File: src/sv/atrm_pkg.sv
// ----------------------------------------------------------------------------
// AT response matcher package
// Shared types, codes and pattern tables for the AT response matcher.
// ----------------------------------------------------------------------------
`default_nettype none

package atrm_pkg;

    localparam int PAT_COUNT = 6;
    localparam int PROG_W    = 3;
    localparam int CHAR_W    = 8;
    localparam int COUNT_W   = 8;
    localparam int TICK_W    = 16;

    localparam logic [TICK_W-1:0]  WAIT_TICKS_RESET = 16'd2000;
    localparam logic [CHAR_W-1:0]  CHAR_CR          = 8'h0D;
    localparam logic [CHAR_W-1:0]  CHAR_NUL         = 8'h00;
    localparam logic [COUNT_W-1:0] COUNT_MAX        = 8'hFF;
    localparam logic [TICK_W-1:0]  TICK_MAX         = 16'hFFFF;

    localparam int PAT_OK     = 0;
    localparam int PAT_ERROR  = 1;
    localparam int PAT_READY  = 2;
    localparam int PAT_SIMPIN = 3;
    localparam int PAT_CREG   = 4;
    localparam int PAT_RDYCOL = 5;

    localparam logic [PAT_COUNT-1:0] TERM_MASK = 6'h1F;

    typedef enum logic [1:0] {
        CMD_START  = 2'd0,
        CMD_CHAR   = 2'd1,
        CMD_TICK   = 2'd2,
        CMD_UNUSED = 2'd3
    } t_cmd;

    typedef enum logic [1:0] {
        ST_SUCCESS = 2'd0,
        ST_ERROR   = 2'd1,
        ST_TIMEOUT = 2'd2,
        ST_UNCLASS = 2'd3
    } t_status;

    typedef enum logic [1:0] {
        PH_IDLE    = 2'd0,
        PH_LISTEN  = 2'd1,
        PH_PENDING = 2'd2
    } t_phase;

    function automatic logic [PROG_W-1:0] pat_len(input logic [2:0] idx);
        logic [PROG_W-1:0] len;
        unique case (idx)
            3'd0:    len = 3'd2;
            3'd1:    len = 3'd6;
            3'd2:    len = 3'd5;
            3'd3:    len = 3'd7;
            3'd4:    len = 3'd5;
            3'd5:    len = 3'd6;
            default: len = 3'd7;
        endcase
        return len;
    endfunction

    function automatic logic [CHAR_W-1:0] pat_char(input logic [2:0] idx,
                                                   input logic [PROG_W-1:0] pos);
        logic [7*CHAR_W-1:0] text;
        unique case (idx)
            3'd0:    text = {"OK", 40'h0};
            3'd1:    text = {"ERROR:", 8'h0};
            3'd2:    text = {"READY", 16'h0};
            3'd3:    text = "SIM PIN";
            3'd4:    text = {"+CREG", 16'h0};
            3'd5:    text = {"READY:", 8'h0};
            default: text = '0;
        endcase
        return text[(7 - 32'(pos))*CHAR_W - 1 -: CHAR_W];
    endfunction

endpackage

`default_nettype wire

File: src/sv/at_response_matcher_unit.sv
// ----------------------------------------------------------------------------
// AT response matcher unit
// Follows a modem reply character by character, tracks six reply patterns and
// reports success, error, timeout or an unclassified reply for each session.
// ----------------------------------------------------------------------------
// A result is registered: the input register, the matcher update and the result
// register lie between the input transfer that ends the session and its result.
// Throughput: one input transfer per cycle; the input side stalls only while a
// result is held and the output side stalls.
// Reset clears the session state and loads the wait limit with 2000 ticks.
`default_nettype none

module at_response_matcher_unit (
    input  wire                             i_clk,
    input  wire                             i_rst_n,
    input  wire                             i_valid,
    output logic                            o_stall,
    input  wire  [1:0]                      i_command,
    input  wire  [atrm_pkg::CHAR_W-1:0]     i_rx_char,
    output logic                            o_valid,
    input  wire                             i_stall,
    output logic [1:0]                      o_status,
    output logic [atrm_pkg::COUNT_W-1:0]    o_char_count,
    input  wire                             i_wait_ticks_we,
    input  wire  [atrm_pkg::TICK_W-1:0]     i_wait_ticks
);
    import atrm_pkg::*;

    logic                   r_in_valid;
    t_cmd                   r_cmd;
    logic [CHAR_W-1:0]      r_ch;

    logic [TICK_W-1:0]      r_wait_ticks;
    t_phase                 r_phase;
    t_phase                 n_phase;
    logic [TICK_W-1:0]      r_elapsed;
    logic [TICK_W-1:0]      n_elapsed;
    logic [PROG_W-1:0]      r_prog [PAT_COUNT];
    logic [PROG_W-1:0]      n_prog [PAT_COUNT];
    logic [PAT_COUNT-1:0]   r_seen;
    logic [PAT_COUNT-1:0]   n_seen;
    logic [COUNT_W-1:0]     r_count;
    logic [COUNT_W-1:0]     n_count;

    logic                   r_out_valid;
    t_status                r_status;
    logic [COUNT_W-1:0]     r_out_count;
    logic                   n_result;
    t_status                n_status;

    logic                   proc_en;

    assign proc_en      = r_in_valid && !(r_out_valid && i_stall);
    assign o_stall      = r_in_valid && r_out_valid && i_stall;
    assign o_valid      = r_out_valid;
    assign o_status     = r_status;
    assign o_char_count = r_out_count;

    always_ff @(posedge i_clk) begin
        if (!i_rst_n) begin
            r_in_valid <= 1'b0;
        end else if (!o_stall) begin
            r_in_valid <= i_valid;
        end
        if (!o_stall) begin
            r_cmd <= t_cmd'(i_command);
            r_ch  <= i_rx_char;
        end
    end

    always_ff @(posedge i_clk) begin
        if (!i_rst_n) begin
            r_wait_ticks <= WAIT_TICKS_RESET;
        end else if (i_wait_ticks_we) begin
            r_wait_ticks <= i_wait_ticks;
        end
    end

    always_ff @(posedge i_clk) begin
        if (!i_rst_n) begin
            r_phase   <= PH_IDLE;
            r_elapsed <= '0;
            r_seen    <= '0;
            r_count   <= '0;
            for (int i = 0; i < PAT_COUNT; i++) begin
                r_prog[i] <= '0;
            end
        end else if (proc_en) begin
            r_phase   <= n_phase;
            r_elapsed <= n_elapsed;
            r_seen    <= n_seen;
            r_count   <= n_count;
            for (int i = 0; i < PAT_COUNT; i++) begin
                r_prog[i] <= n_prog[i];
            end
        end
    end

    always_comb begin
        logic [PROG_W-1:0]    p;
        logic [PAT_COUNT-1:0] seen_upd;
        logic [PROG_W-1:0]    prog_upd [PAT_COUNT];
        logic [TICK_W-1:0]    tick_upd;

        seen_upd = r_seen;
        for (int i = 0; i < PAT_COUNT; i++) begin
            p = r_prog[i];
            if (p >= pat_len(3'(i))) begin
                p = '0;
            end
            if (pat_char(3'(i), p) == r_ch) begin
                p = p + 3'd1;
            end else if (pat_char(3'(i), 3'd0) == r_ch) begin
                p = 3'd1;
            end else begin
                p = 3'd0;
            end
            if (p >= pat_len(3'(i))) begin
                seen_upd[i] = 1'b1;
                p = '0;
            end
            prog_upd[i] = p;
        end

        tick_upd = (r_elapsed != TICK_MAX) ? r_elapsed + 16'd1 : r_elapsed;

        n_phase   = r_phase;
        n_elapsed = r_elapsed;
        n_seen    = r_seen;
        n_count   = r_count;
        n_prog    = r_prog;
        n_result  = 1'b0;
        n_status  = ST_UNCLASS;

        if (r_cmd == CMD_START) begin
            n_phase   = PH_LISTEN;
            n_elapsed = '0;
            n_seen    = '0;
            n_count   = '0;
            for (int i = 0; i < PAT_COUNT; i++) begin
                n_prog[i] = '0;
            end
        end else if (r_phase != PH_IDLE) begin
            unique case (r_cmd)
                CMD_TICK: begin
                    n_elapsed = tick_upd;
                    if (tick_upd >= r_wait_ticks) begin
                        n_phase  = PH_IDLE;
                        n_result = 1'b1;
                        n_status = ST_TIMEOUT;
                    end
                end
                CMD_CHAR: begin
                    if (r_ch != CHAR_NUL) begin
                        n_count = (r_count != COUNT_MAX) ? r_count + 8'd1 : r_count;
                        n_seen  = seen_upd;
                        n_prog  = prog_upd;
                        if (r_phase == PH_PENDING && r_ch == CHAR_CR) begin
                            n_phase  = PH_IDLE;
                            n_result = 1'b1;
                            if (seen_upd[PAT_OK] || seen_upd[PAT_RDYCOL]) begin
                                n_status = ST_SUCCESS;
                            end else if (seen_upd[PAT_ERROR]) begin
                                n_status = ST_ERROR;
                            end else begin
                                n_status = ST_UNCLASS;
                            end
                        end else if (r_phase != PH_PENDING &&
                                     (seen_upd & TERM_MASK) != '0) begin
                            n_phase = PH_PENDING;
                        end
                    end
                end
                default: begin
                    n_phase = r_phase;
                end
            endcase
        end
    end

    always_ff @(posedge i_clk) begin
        if (!i_rst_n) begin
            r_out_valid <= 1'b0;
        end else if (proc_en && n_result) begin
            r_out_valid <= 1'b1;
        end else if (!i_stall) begin
            r_out_valid <= 1'b0;
        end
        if (proc_en && n_result) begin
            r_status    <= n_status;
            r_out_count <= n_count;
        end
    end

endmodule

`default_nettype wire

File: config.mk
export PLATFORM = sky130hd
export DESIGN_NAME = at_response_matcher_unit
export DESIGN_NICKNAME = d
export VERILOG_FILES = /design/src/sv/atrm_pkg.sv /design/src/sv/at_response_matcher_unit.sv
export SDC_FILE = /design/constraint.sdc
export NUM_CORES = 1
export LEC_CHECK = 0
export ABC_CLOCK_PERIOD_IN_PS = 3900
export BUFFER_PORTS_ARGS = -buffer_cell sky130_fd_sc_hd__buf_4
export CAP_MARGIN = 10
export CORE_UTILIZATION = 50
export CTS_BUF_LIST = sky130_fd_sc_hd__clkbuf_2 sky130_fd_sc_hd__clkbuf_4 sky130_fd_sc_hd__clkbuf_8
export CTS_CLUSTER_SIZE = 14
export DETAILED_ROUTE_END_ITERATION = 16
export PLACE_DENSITY_LB_ADDON = 0.05
export SLEW_MARGIN = 5
export SYNTH_ARGS = -nofsm -noshare
export SYNTH_HDL_FRONTEND = slang
export SYNTH_SLANG_ARGS = --single-unit
File: constraint.sdc
create_clock -name i_clk -period 3.9 [get_ports i_clk]
set_clock_uncertainty 0.1 [all_clocks]
set_input_delay 0.585 -clock i_clk [delete_from_list [all_inputs] [get_ports i_clk]]
set_output_delay 0.585 -clock i_clk [all_outputs]
set_load 0.1 [all_outputs]
==> Word level (Yosys, flattened, before mapping) <==
Index checks and enable logic that the tools add are counted.
{ "word_totals": {"regBits": 88, "input_bits": 31, "out_inout_bits": 12, "elab_cells": 176} }
{ "classes": {"n_lt_le_gt_ge": 13, "n_addsub": 20, "reduce_logical": 22, "shifts": 6, "bitwise": 1, "n_eq_ne": 23, "mux": 74} }
{ "ops": {"columns": ["op", "n"], "rows": [
  ["$shiftx A63 B33 Y8 const A", 6],
  ["$mux W56", 6],
  ["$eq A8 B8 Y1", 12],
  ["$mux W18", 4],
  ["$mux W16", 4],
  ["$mux W3", 18],
  ["$sub A7 B2 Y8 const B", 6],
  ["$mux W8", 5],
  ["$ge A3 B3 Y1 const B", 10],
  ["$mux W6", 4],
  ["$sub A3 B3 Y4 const A", 6],
  ["$mux W1", 20],
  ["$mux W2", 10],
  ["$add A3 B1 Y3 const B", 6],
  ["$add A16 B1 Y16 const B", 1],
  ["$ge A16 B16 Y1", 1],
  ["$ne A16 B16 Y1 const B", 1],
  ["$reduce_bool A2 Y1", 5],
  ["$add A8 B1 Y8 const B", 1],
  ["$eq A8 B4 Y1 const B", 1],
  ["$ne A8 B8 Y1 const B", 1],
  ["$pmux W2 S2", 2],
  ["$reduce_bool A8 Y1", 1],
  ["$logic_and A1 B1 Y1", 7],
  ["other kinds (18)", 21]
]} }

==> Logic depth before layout (Yosys ltp) <==
Gate-level depths: netlist of the first run.
{ "logic_depth": {"depth_word": 20, "mapped_depth": 15, "depth_no_buf": 14} }

==> Worst setup path before layout of the first run <==
Ideal clock, no wire load.
{ "synth_path": {"path_kind": "register to register", "start": "register r_elapsed[5]", "end": "register r_out_count[0] (netlist: o_char_count[0]) (enable)", "t_required_ns": 3.466, "arrival_ns": 3.182, "setup_time_ns": 0.334, "path_stages_with_launch": 13, "path_buffers": 1, "period_less_slack_ns": 3.616, "setup_slack_ns": 0.284, "path_cell_list": "dfxtp_1 clkbuf_1 and3_1 nand3_1 nor4_2 mux2_2 ha_1 a2111oi_0 o21a_1 o21ai_0 a2bb2oi_1 or3_1 inv_1"} }
{ "synth_between": {"elab_chain_len": 8, "word_cells_on_any_way": 9, "cone_classes": "1 x add/sub; 1 x order compare; 1 x eq/ne; 5 x mux; 1 x reduce/logical"} }
{ "synth_rtl": {"columns": ["item", "line_no", "text"], "rows": [
  ["from (decl)", "at_response_matcher_unit.sv:36", "logic [TICK_W-1:0] r_elapsed;"],
  ["from (signal assigned)", "at_response_matcher_unit.sv:90", "r_elapsed <= n_elapsed;"],
  ["$add A16 B1 Y16 or $ne A16 B16 Y1 (tied branches)", "at_response_matcher_unit.sv:125", "tick_upd = (r_elapsed != TICK_MAX) ? r_elapsed + 16'd1 : r_elapsed;"],
  ["$mux W16 *", "at_response_matcher_unit.sv:125", null],
  ["$ge A16 B16 Y1 *", "at_response_matcher_unit.sv:147", "if (tick_upd >= r_wait_ticks) begin"],
  ["$mux W1 *", "at_response_matcher_unit.sv:147", null],
  ["$pmux W1 S2 *", "at_response_matcher_unit.sv:144", "unique case (r_cmd)"],
  ["$mux W1 *", "at_response_matcher_unit.sv:143", "end else if (r_phase != PH_IDLE) begin"],
  ["$mux W1 *", "at_response_matcher_unit.sv:135", "if (r_cmd == CMD_START) begin"],
  ["$logic_and A1 B1 Y1 *", "at_response_matcher_unit.sv:189", "if (proc_en && n_result) begin"],
  ["to (signal assigned)", "at_response_matcher_unit.sv:191", "r_out_count <= n_count;"],
  ["to (decl)", "at_response_matcher_unit.sv:47", "logic [COUNT_W-1:0] r_out_count;"]
]} }
Every way passes the cells marked *; elsewhere a longest branch is shown, timed or not.
A chain may end at the register's enable or synchronous reset.

==> Final worst setup path of the first run <==
{ "layout_path": {"start": "register r_elapsed[9]", "end": "register r_out_count[2] (netlist: o_char_count[2]) (enable)"} }
The elaborated chain is that of the path after synthesis.

==> run_results.csv, run 1 <==
group,metric,value,unit
outcome,status,"finished, final reports clean",
final_layout,layoutNonFillerInstCount,903,
floorplan,die_h,111,microns
clock_network,cts-htree-levels,3,
final_layout,layout_commonest_cell,"sky130_fd_sc_hd__nor2_1",
critical_path,critical_path.max_fanout,6,
yosys,postSynthAreaPerCell,8.25,sq um
clock_network,clock_path_buffers,2,
critical_path,worst_ep_required_time,3920,ps
route,detail_route.vias_per_cell,5.99,
yosys,synth_seq_area_share,33.1,%
timing,worst_slew_margin_rel,41.2,%
global_routing,met3_layer_usage_reported_by_global_route,3.83,%
critical_path,timing.critical_path.from_type,"flip-flop",
route,wl,14.9,mm
yosys,ys_dominant_reg_cell,"sky130_fd_sc_hd__dfxtp_1",
route,routed_wire_length_per_instance,16.5,microns
yosys,netlist_area,5930,sq um
yosys,synth.distinct_cells,76,
yosys,synthTopCellsByArea,"sky130_fd_sc_hd__dfxtp_1 23%, sky130_fd_sc_hd__edfxtp_1 10%, sky130_fd_sc_hd__ha_1 8.0%, sky130_fd_sc_hd__nor2_1 4.6%, sky130_fd_sc_hd__nand2_1 4.1%",
global_routing,globalRoute.totalOverflow,0,
yosys,synth_top_area_share,23.0,%
critical_path,cp.arrival,3720,ps
route,detail_route.first_pass.iterations,5,
flow_run,cap_violations,0,
floorplan,initial_core_util,51.7,%
critical_path,critical_path_s_top_delay_family,"compound AO/OA/AOI/OAI gates",
final_layout,finish.net_count,824,
clock_network,cts_tree,"done",
final_layout,area.sequential,1960,sq um
global_routing,grt_pass1_wl,25.0,mm
global_routing,grt_use_total,25.0,%
floorplan,fp.dieW,111,microns
route,route.vias.total,5405,
final_layout,multi_input_area,3700,sq um
critical_path,regToRegSetupSlack,200,ps
floorplan,die_area,12300,sq um
yosys,synth-edff-count,20,
final_layout,layout.cells.most_common_list,"73 x sky130_fd_sc_hd__nor2_1, 67 x sky130_fd_sc_hd__dfxtp_1, 64 x sky130_fd_sc_hd__nand2_1",
timing,min_period_over_period,94.9,%
power_and_ir_drop,power-per-cell-area,262,nW/um^2
timing,report.final.setup_viol,0,
timing,grt_setup_unrepaired,"no",
critical_path,worst_setup_path_end_kind,"flip-flop",
timing,finalHoldViolations,0,
floorplan,rows,39,
clock_network,clk_latency,390,ps
final_layout,drive_above_1_share,13.0,%
place,gp_routability_congestion,0.889,
global_routing,most_congested_layer_reported_by_global_routing,"met2",
final_layout,layout-area-overhead-vs-synth,12.0,%
floorplan,design.portCount,43,
timing,pin_slew_with_the_least_headroom_to_its_limit,881,ps
yosys,yosys_warnings,0,
hold_path,worst_hold_path_type,"input pin to flip-flop",
critical_path,type_of_the_setup_path_with_the_least_slack,"flip-flop to flip-flop",
final_layout,num_antenna_cells,0,
global_routing,grt_antenna_before_repair,0,
yosys,postSynth.asyncResetShare,0,%
critical_path,crit_path_cell_trace,"and4_1 -> nand2_1 -> o41a_1 -> nand3_1 -> xnor2_1 -> ha_1 -> and3_1 -> a221o_1 -> a21oi_1 -> o21ai_1 -> a2bb2oi_1 -> or3_4 -> clkinvlp_4",
critical_path,crit_buf_inv,1,
route,drt_iter0_drc,483,
power_and_ir_drop,peak_ir_drop_on_the_vdd_network,0.000251,V
clock_network,tritoncts_num_sinks,88,
place,detailed_place_hpwl,10.7,mm
critical_path,max_stage_delay,510,ps
timing,timing.setup.tns,0,ps
clock_network,cts_buffers,9,
final_layout,final.fill_count,1019,
clock_network,clkSlewWorstSetupHoldPaths,100,ps
clock_network,cts_hold_buf,0,
global_routing,grt_max_degree,47,
route,drt_drc_violations_left,0,
place,placed_cells_incl_taps,884,
final_layout,postLayoutCoreUtil,57.9,%
timing,slew_viol_final,0,
timing,finalCriticalPeriod,3700,ps
global_routing,first_global_vias,5061,
floorplan,core,11500,sq um
route,ant_nets,0,
place,placedInstanceArea,6410,sq um
yosys,syn_inst,719,
yosys,netlist.top_cell.by_area,"sky130_fd_sc_hd__dfxtp_1",
critical_path,crit_slowest_cell,"sky130_fd_sc_hd__o41a_1",
final_layout,finalInstanceArea,6640,sq um
yosys,yosys_register_bits,88,
place,port_buffers,42,
clock_network,clock_tree.root_cell,"sky130_fd_sc_hd__clkbuf_8",
global_routing,grtUsageMet1,35.0,%
global_routing,grtUsageMet2,39.0,%
power_and_ir_drop,power.leakage,0.00268,uW
timing,fmaxAchievable,270,MHz
[sequential cells by signal, summed over array words and instances (netlist names)]
register      flops
o_char_count      8
o_status          2
o_valid           1
r_ch              8
r_cmd             2
r_count           8
r_elapsed        16
r_in_valid        1
r_phase           2
r_prog           18
r_seen            6
r_wait_ticks     16
[logic make-up (layout without fill, tap and decap cells)]
group | after synthesis | in the layout | synth area share [%]
compound gates | 164 | 164 | 19.2
xor+xnor | 31 | 31 | 4.58
fa+ha+maj | 38 | 38 | 8.02
buf+inv | 77 | 117 | 4.90
flops | 88 | 88 | 33.1
mux | 22 | 22 | 3.84
other cells | 2 | 3 | 0.127
simple gates | 297 | 297 | 26.3
[stage by stage]
| step | hold WS [ps] | power [uW] | setup slack, ps |
|---|---|---|---|
| 5_1_grt | 258 | 1810 | 2.88 |
| 6_report | 270 | 1740 | 201 |
| 3_3_place_gp | 342 | 1140 | 139 |
| 4_1_cts | 258 | 1750 | 30.9 |
| 3_5_place_dp | 373 | 1150 | 83.3 |
| 2_1_floorplan | 332 | 1080 | 284 |
[where the power goes]
part | switching, uW | internal, uW
sequential | 13.3 | 946
combinational | 102 | 67.4
clock | 372 | 238
[synth_stat cells (7+ instances only)]
library cell	instances
sky130_fd_sc_hd__edfxtp_1	20
sky130_fd_sc_hd__o21ai_1	12
sky130_fd_sc_hd__clkbuf_1	29
sky130_fd_sc_hd__ha_1	38
sky130_fd_sc_hd__nor2_1	73
sky130_fd_sc_hd__nand2b_1	11
sky130_fd_sc_hd__nor4_1	8
sky130_fd_sc_hd__nor3b_1	11
sky130_fd_sc_hd__xor2_1	13
sky130_fd_sc_hd__mux2i_1	16
sky130_fd_sc_hd__o21ai_0	15
sky130_fd_sc_hd__o211ai_1	11
sky130_fd_sc_hd__inv_1	34
sky130_fd_sc_hd__a22oi_1	13
sky130_fd_sc_hd__buf_1	7
sky130_fd_sc_hd__a21oi_1	45
sky130_fd_sc_hd__nand4_1	11
sky130_fd_sc_hd__or3_1	8
sky130_fd_sc_hd__nor3_1	19
sky130_fd_sc_hd__and2_1	7
sky130_fd_sc_hd__nor2b_1	18
sky130_fd_sc_hd__nand2_1	64
sky130_fd_sc_hd__a31oi_1	10
sky130_fd_sc_hd__xnor2_1	18
sky130_fd_sc_hd__and3_1	9
sky130_fd_sc_hd__nand3_1	23
sky130_fd_sc_hd__dfxtp_1	68
[layer usage]
layer	routed length, microns	share of wire [%]
met1	7110	48
met2	6790	46
met3	697	4.7
met4	297	2.0
met5	0	0
[what timing repair did]
item / CTS / global route
endpoints found under the setup margin: 0 / 11
setup buffers: 0 / 2
gates resized for setup: 0 / 9
[cell type report]
class,count,area share (%)
multi-input cells,555,55.8
flip-flops and latches,88,29.6
repair inverters,1,0.113
well taps,143,2.70
inverters,40,2.32
clock inverters,7,0.848
clock buffers,9,1.87
repair buffers,60,6.78
[final timing paths]
check / from / endpoint / cells after the start
worst max register to register: r_elapsed[9]$_SDFFE_PN0P_ / o_char_count[2]$_DFFE_PP_ / 13
worst min-delay path: i_command[1] / r_cmd[1]$_DFFE_PN_ / 1
worst max-delay path: r_elapsed[9]$_SDFFE_PN0P_ / o_char_count[2]$_DFFE_PP_ / 13
worst min register to register: r_seen[1]$_SDFFE_PN0P_ / r_seen[1]$_SDFFE_PN0P_ / 2
Note: power is estimated with default switching activity, not from simulation.
==> inputs of run 2 (changes only) <==
Settings changed: PLACE_DENSITY_LB_ADDON 0.05 to 0.15.
==> run 2 against run 1 <==
Against the previous run:
- sequential share of layout area increased by 0.15 points
- non-clock buffer count fell by 3
- maximum frequency fell by 0.81%
- worst setup slack lost 30 ps
- cell count fell by 0.33%
- sequential cell count unchanged
- critical path type unchanged
- highest routed layer unchanged
==> run_results.csv, run 2 (same netlist as run 1, synthesis figures left out) <==
group,metric,value,unit
final_layout,final.fill_count,1067,
final_layout,drive_above_1_share,12.5,%
final_layout,largest_register_ff_count,18,
hold_path,worst_hold_path_type,"input pin to flip-flop",
route,routed_wire_length_per_instance,16.2,microns
place,detailed_place_hpwl,10.4,mm
global_routing,grt_use_total,24.4,%
route,route.vias.total,5373,
hold_path,timing.hold.worst.start,"i_command[1]",
final_layout,reg_top3,"r_prog: 18 flops, r_elapsed: 16 flops, r_wait_ticks: 16 flops",
timing,worst_slew_margin_rel,39.8,%
place,placedInstanceArea,6380,sq um
floorplan,initial_core_util,51.7,%
critical_path,critical_path.max_fanout,8,
timing,timing.setup.tns,0,ps
route,drt_iter0_drc,331,
critical_path,reg2reg_depth,14,
route,wl,14.6,mm
final_layout,finalInstanceArea,6610,sq um
critical_path,worst_setup_path_end_kind,"flip-flop",
power_and_ir_drop,power-per-cell-area,261,nW/um^2
clock_network,clock_tree.root_cell,"sky130_fd_sc_hd__clkbuf_8",
final_layout,num_antenna_cells,0,
clock_network,tritoncts_num_sinks,88,
timing,finalCriticalPeriod,3730,ps
global_routing,first_global_vias,5137,
floorplan,die_area,12300,sq um
timing,slew_viol_final,0,
timing,finalHoldViolations,0,
final_layout,layout-area-overhead-vs-synth,11.4,%
clock_network,cts_tree,"done",
global_routing,grt_antenna_before_repair,0,
route,detail_route.vias_per_cell,5.97,
critical_path,worst_ep_required_time,3920,ps
floorplan,die_h,111,microns
timing,min_period_over_period,95.6,%
critical_path,type_of_the_setup_path_with_the_least_slack,"flip-flop to flip-flop",
floorplan,rows,39,
critical_path,cp.arrival,3750,ps
clock_network,clk_latency,380,ps
clock_network,cts_hold_buf,0,
hold_path,min_delay_path_depth,1,
power_and_ir_drop,power.leakage,0.00267,uW
final_layout,most_flop_heavy_register,"r_prog",
timing,report.final.setup_viol,0,
flow_run,cap_violations,0,
place,gp_routability_congestion,0.842,
timing,pin_slew_with_the_least_headroom_to_its_limit,902,ps
clock_network,clkSlewWorstSetupHoldPaths,90,ps
clock_network,cts-htree-levels,3,
route,detail_route.first_pass.iterations,5,
critical_path,critical_path.reg2reg.startpoint,"r_elapsed[7]$_SDFFE_PN0P_",
critical_path,critical_path.startpoint,"r_elapsed[7]$_SDFFE_PN0P_",
critical_path,timing.critical_path.from_type,"flip-flop",
place,port_buffers,42,
timing,grt_setup_unrepaired,"no",
clock_network,cts_buffers,9,
global_routing,globalRoute.totalOverflow,0,
route,drt_drc_violations_left,0,
clock_network,clock_path_buffers,2,
timing,fmaxAchievable,268,MHz
route,ant_nets,0,
global_routing,grt_max_degree,47,
outcome,status,"finished, final reports clean",
global_routing,grt_pass1_wl,24.5,mm
final_layout,layout_commonest_cell,"sky130_fd_sc_hd__nor2_1",
power_and_ir_drop,peak_ir_drop_on_the_vdd_network,0.000238,V
final_layout,finish.net_count,821,
floorplan,fp.dieW,111,microns
final_layout,layout.cells.most_common_list,"73 x sky130_fd_sc_hd__nor2_1, 67 x sky130_fd_sc_hd__dfxtp_1, 64 x sky130_fd_sc_hd__nand2_1",
floorplan,core,11500,sq um
floorplan,design.portCount,43,
## run 2: cell types whose count changed in the layout (fill, tap and decap cells not counted), sizes merged
cell / change
clkinv: +1
inv: -1
clkinvlp: -2
buf: -3
clkbuf: +2
## run 2: cell type report
cell class	instances	area, sq um	share of cell area, %
Clock buffer	11	139	2.10
Tap cell	143	179	2.71
Clock inverter	5	33.8	0.511
Multi-Input combinational cell	555	3700	56.0
Inverter	40	154	2.33
Sequential cell	88	1960	29.7
Timing Repair inverter	1	7.51	0.114
Timing Repair Buffer	57	428	6.48
## run 2: critical path, stage by stage (launching register included)
cell and delay [ps]:
sky130_fd_sc_hd__dfxtp_1 390, sky130_fd_sc_hd__and3_1 200, sky130_fd_sc_hd__nand3_1 200, sky130_fd_sc_hd__nor4_4 360, sky130_fd_sc_hd__buf_4 210, sky130_fd_sc_hd__nor3_1 70, sky130_fd_sc_hd__xor2_1 210, sky130_fd_sc_hd__ha_1 280
sky130_fd_sc_hd__and3_1 180, sky130_fd_sc_hd__a221o_1 350, sky130_fd_sc_hd__a21oi_1 190, sky130_fd_sc_hd__o21ai_0 170, sky130_fd_sc_hd__a2bb2oi_1 200, sky130_fd_sc_hd__or3_4 190, sky130_fd_sc_hd__clkinvlp_4 150
## run 2: repair_timing
| item | CTS | global route |
|---|---|---|
| setup endpoints to repair | 0 | 12 |
| buffers inserted | 0 | 2 |
| gates resized for setup | 0 | 8 |
## run 2: through the flow
step	total power [uW]	setup WS [ps]	std cells	hold WS, ps	util [%]
after detailed placement	1150	41.6	881	352	55.7
after global placement	1140	136	881	344	55.7
after floorplan	1080	284	720	332	-
after CTS	1730	1.90	897	272	57.2
after global routing	1790	3.11	900	269	57.6
final	1720	171	900	286	57.6
## run 2: report_power, final
| group | total, uW | switching, uW | internal (uW) |
|---|---|---|---|
| registers | 964 | 18.8 | 945 |
| clock network | 595 | 349 | 247 |
| logic | 163 | 96.6 | 66.6 |
| total | 1720 | 464 | 1260 |
## run 2: final timing paths
check,slack [ps],to
min,290,r_cmd[1]$_DFFE_PN_
min reg2reg,370,r_seen[1]$_SDFFE_PN0P_
max reg2reg,170,o_status[0]$_SDFFCE_PP1P_
max,170,o_status[0]$_SDFFCE_PP1P_
## run 2: layer usage
metal  share of wire (%)  vias up  global-route usage, %
li1                    -     2676                      -
met1                  49     2543                   32.6
met2                  45      136                   39.9
met3                 4.4       18                   4.32
met4                 1.7        0                   7.91
met5                   0        -                      0
==> inputs of run 3 (changes only) <==
Settings changed: ABC_CLOCK_PERIOD_IN_PS 3900 to 4100.
Clock period 3.9 ns to 4.1 ns, I/O delays scaled along.
==> run 3 against run 2 <==
Against the previous run:
- global-route usage shrank 0.37 points
- combinational power down 6%
- critical path depth is 1 lower
- core utilization decreased by 0.43 points
- highest routed layer unchanged
==> run_results.csv, run 3 (same netlist as run 1, synthesis figures left out) <==
group,metric,value,unit
route,drt_iter0_drc,344,
clock_network,cts_hold_buf,0,
critical_path,cp.arrival,3730,ps
timing,grt_setup_unrepaired,"no",
timing,fmaxAchievable,270,MHz
place,placed_cells_incl_taps,878,
global_routing,globalRoute.totalOverflow,0,
final_layout,most_flop_heavy_register,"r_prog",
timing,pin_slew_with_the_least_headroom_to_its_limit,878,ps
final_layout,largest_register_ff_count,18,
route,detail_route.first_pass.iterations,5,
critical_path,timing.critical_path.from_type,"flip-flop",
timing,slew_viol_final,0,
timing,report.final.setup_viol,0,
place,port_buffers,42,
final_layout,layout_commonest_cell,"sky130_fd_sc_hd__nor2_1",
route,ant_nets,0,
timing,worst_slew_margin_rel,41.4,%
critical_path,critical_path.max_fanout,8,
critical_path,type_of_the_setup_path_with_the_least_slack,"flip-flop to flip-flop",
final_layout,postLayoutCoreUtil,57.2,%
route,wl,14.4,mm
flow_run,cap_violations,0,
floorplan,design.portCount,43,
power_and_ir_drop,finalPower,1650,uW
final_layout,layout-area-overhead-vs-synth,10.6,%
clock_network,cts_tree,"done",
route,drt_drc_violations_left,0,
clock_network,cts_buffers,9,
clock_network,tritoncts_num_sinks,88,
power_and_ir_drop,power-per-cell-area,251,nW/um^2
place,gp_routability_congestion,0.847,
clock_network,cts_setup_buffers,0,
final_layout,finish.net_count,816,
timing,timing.setup.tns,0,ps
global_routing,grt_antenna_before_repair,0,
final_layout,num_antenna_cells,0,
clock_network,clock_path_buffers,2,
global_routing,grt_use_total,24.0,%
timing,min_period_over_period,90.3,%
clock_network,clk_latency,390,ps
floorplan,initial_core_util,51.7,%
place,post-place-ws,237,ps
clock_network,cts-htree-levels,3,
route,detail_route.vias_per_cell,5.98,
global_routing,first_global_vias,5076,
global_routing,grt_pass1_wl,24.1,mm
floorplan,core,11500,sq um
clock_network,cts_resized,0,
global_routing,most_congested_layer_reported_by_global_routing,"met2",
outcome,status,"finished, final reports clean",
hold_path,worst_hold_path_type,"input pin to flip-flop",
final_layout,reg_top3,"r_prog: 18 flops, r_elapsed: 16 flops, r_wait_ticks: 16 flops",
timing,layout_setup_ws,398,ps
clock_network,clkSlewWorstSetupHoldPaths,90,ps
floorplan,die_area,12300,sq um
global_routing,met3_layer_usage_reported_by_global_route,3.44,%
route,route.vias.total,5352,
clock_network,clock_tree.root_cell,"sky130_fd_sc_hd__clkbuf_8",
global_routing,grtUsageMet2,39.1,%
global_routing,grtUsageMet1,31.6,%
global_routing,grt_max_degree,47,
final_layout,layout.cells.most_common_list,"73 x sky130_fd_sc_hd__nor2_1, 67 x sky130_fd_sc_hd__dfxtp_1, 64 x sky130_fd_sc_hd__nand2_1",
final_layout,drive_above_1_share,11.8,%
critical_path,worst_setup_path_end_kind,"flip-flop",
timing,finalHoldViolations,0,
critical_path,worst_ep_required_time,4120,ps
timing,finalCriticalPeriod,3700,ps
final_layout,final.fill_count,1063,
place,detailed_place_hpwl,10.4,mm
floorplan,rows,39,
power_and_ir_drop,power.leakage,0.00263,uW
floorplan,fp.dieW,111,microns
power_and_ir_drop,peak_ir_drop_on_the_vdd_network,0.000183,V
route,routed_wire_length_per_instance,16.1,microns
final_layout,layoutNonFillerInstCount,895,
critical_path,regToRegSetupSlack,400,ps
floorplan,die_h,111,microns
## run 3: changes by cell type in the layout (fill, tap and decap cells not counted), sizes merged
cell	change
inv	+2
clkinv	-1
clkbuf	-1
buf	-5
## run 3: per-layer routing
| layer | up-vias | wire, microns |
|---|---|---|
| li1 | 2663 | - |
| met1 | 2513 | 6840 |
| met2 | 156 | 6630 |
| met3 | 20 | 624 |
| met4 | 0 | 334 |
| met5 | - | 0 |
## run 3: area by class of cell
class                           count  area (sq um)  share of cell area [%]
Clock buffer                       10           138                    2.10
Clock inverter                      6          41.3                   0.630
Inverter                           40           154                    2.35
Multi-Input combinational cell    555          3680                    56.2
Sequential cell                    88          1960                    29.9
Tap cell                          143           179                    2.73
Timing Repair Buffer               52           390                    5.95
Timing Repair inverter              1          7.51                   0.114
## run 3: worst paths after layout
path / startpoint / to / cells after the start
setup reg to reg: r_elapsed[8]$_SDFFE_PN0P_ / o_char_count[4]$_DFFE_PP_ / 13
hold reg to reg: r_seen[1]$_SDFFE_PN0P_ / r_seen[1]$_SDFFE_PN0P_ / 2
setup / recovery: r_elapsed[8]$_SDFFE_PN0P_ / o_char_count[4]$_DFFE_PP_ / 13
hold / removal: i_rx_char[5] / r_ch[5]$_DFFE_PN_ / 1
## run 3: report_power, final
part	internal [uW]	switching [uW]
logic	62.6	91.1
registers	899	18.1
clock network	239	338
total	1200	447
## run 3: through the flow
stage                     cell area (sq um)  hold slack, ps
after floorplan                        5930             332
after global placement                 6360             345
after detailed placement               6360             348
after CTS                              6540             286
after global routing                   6560             289
final                                  6560             299
## run 3: worst max-delay path, cell delays in order (launching register included)
cell and delay, ps:
sky130_fd_sc_hd__dfxtp_1 450, sky130_fd_sc_hd__and4_1 250, sky130_fd_sc_hd__nand2_1 120, sky130_fd_sc_hd__o41a_1 540, sky130_fd_sc_hd__nand3_1 190, sky130_fd_sc_hd__xnor2_1 140, sky130_fd_sc_hd__ha_1 250, sky130_fd_sc_hd__and3_1 190
sky130_fd_sc_hd__a221o_1 340, sky130_fd_sc_hd__a21oi_1 190, sky130_fd_sc_hd__o21ai_0 150, sky130_fd_sc_hd__a2bb2oi_1 180, sky130_fd_sc_hd__or3_4 180, sky130_fd_sc_hd__clkinvlp_4 150
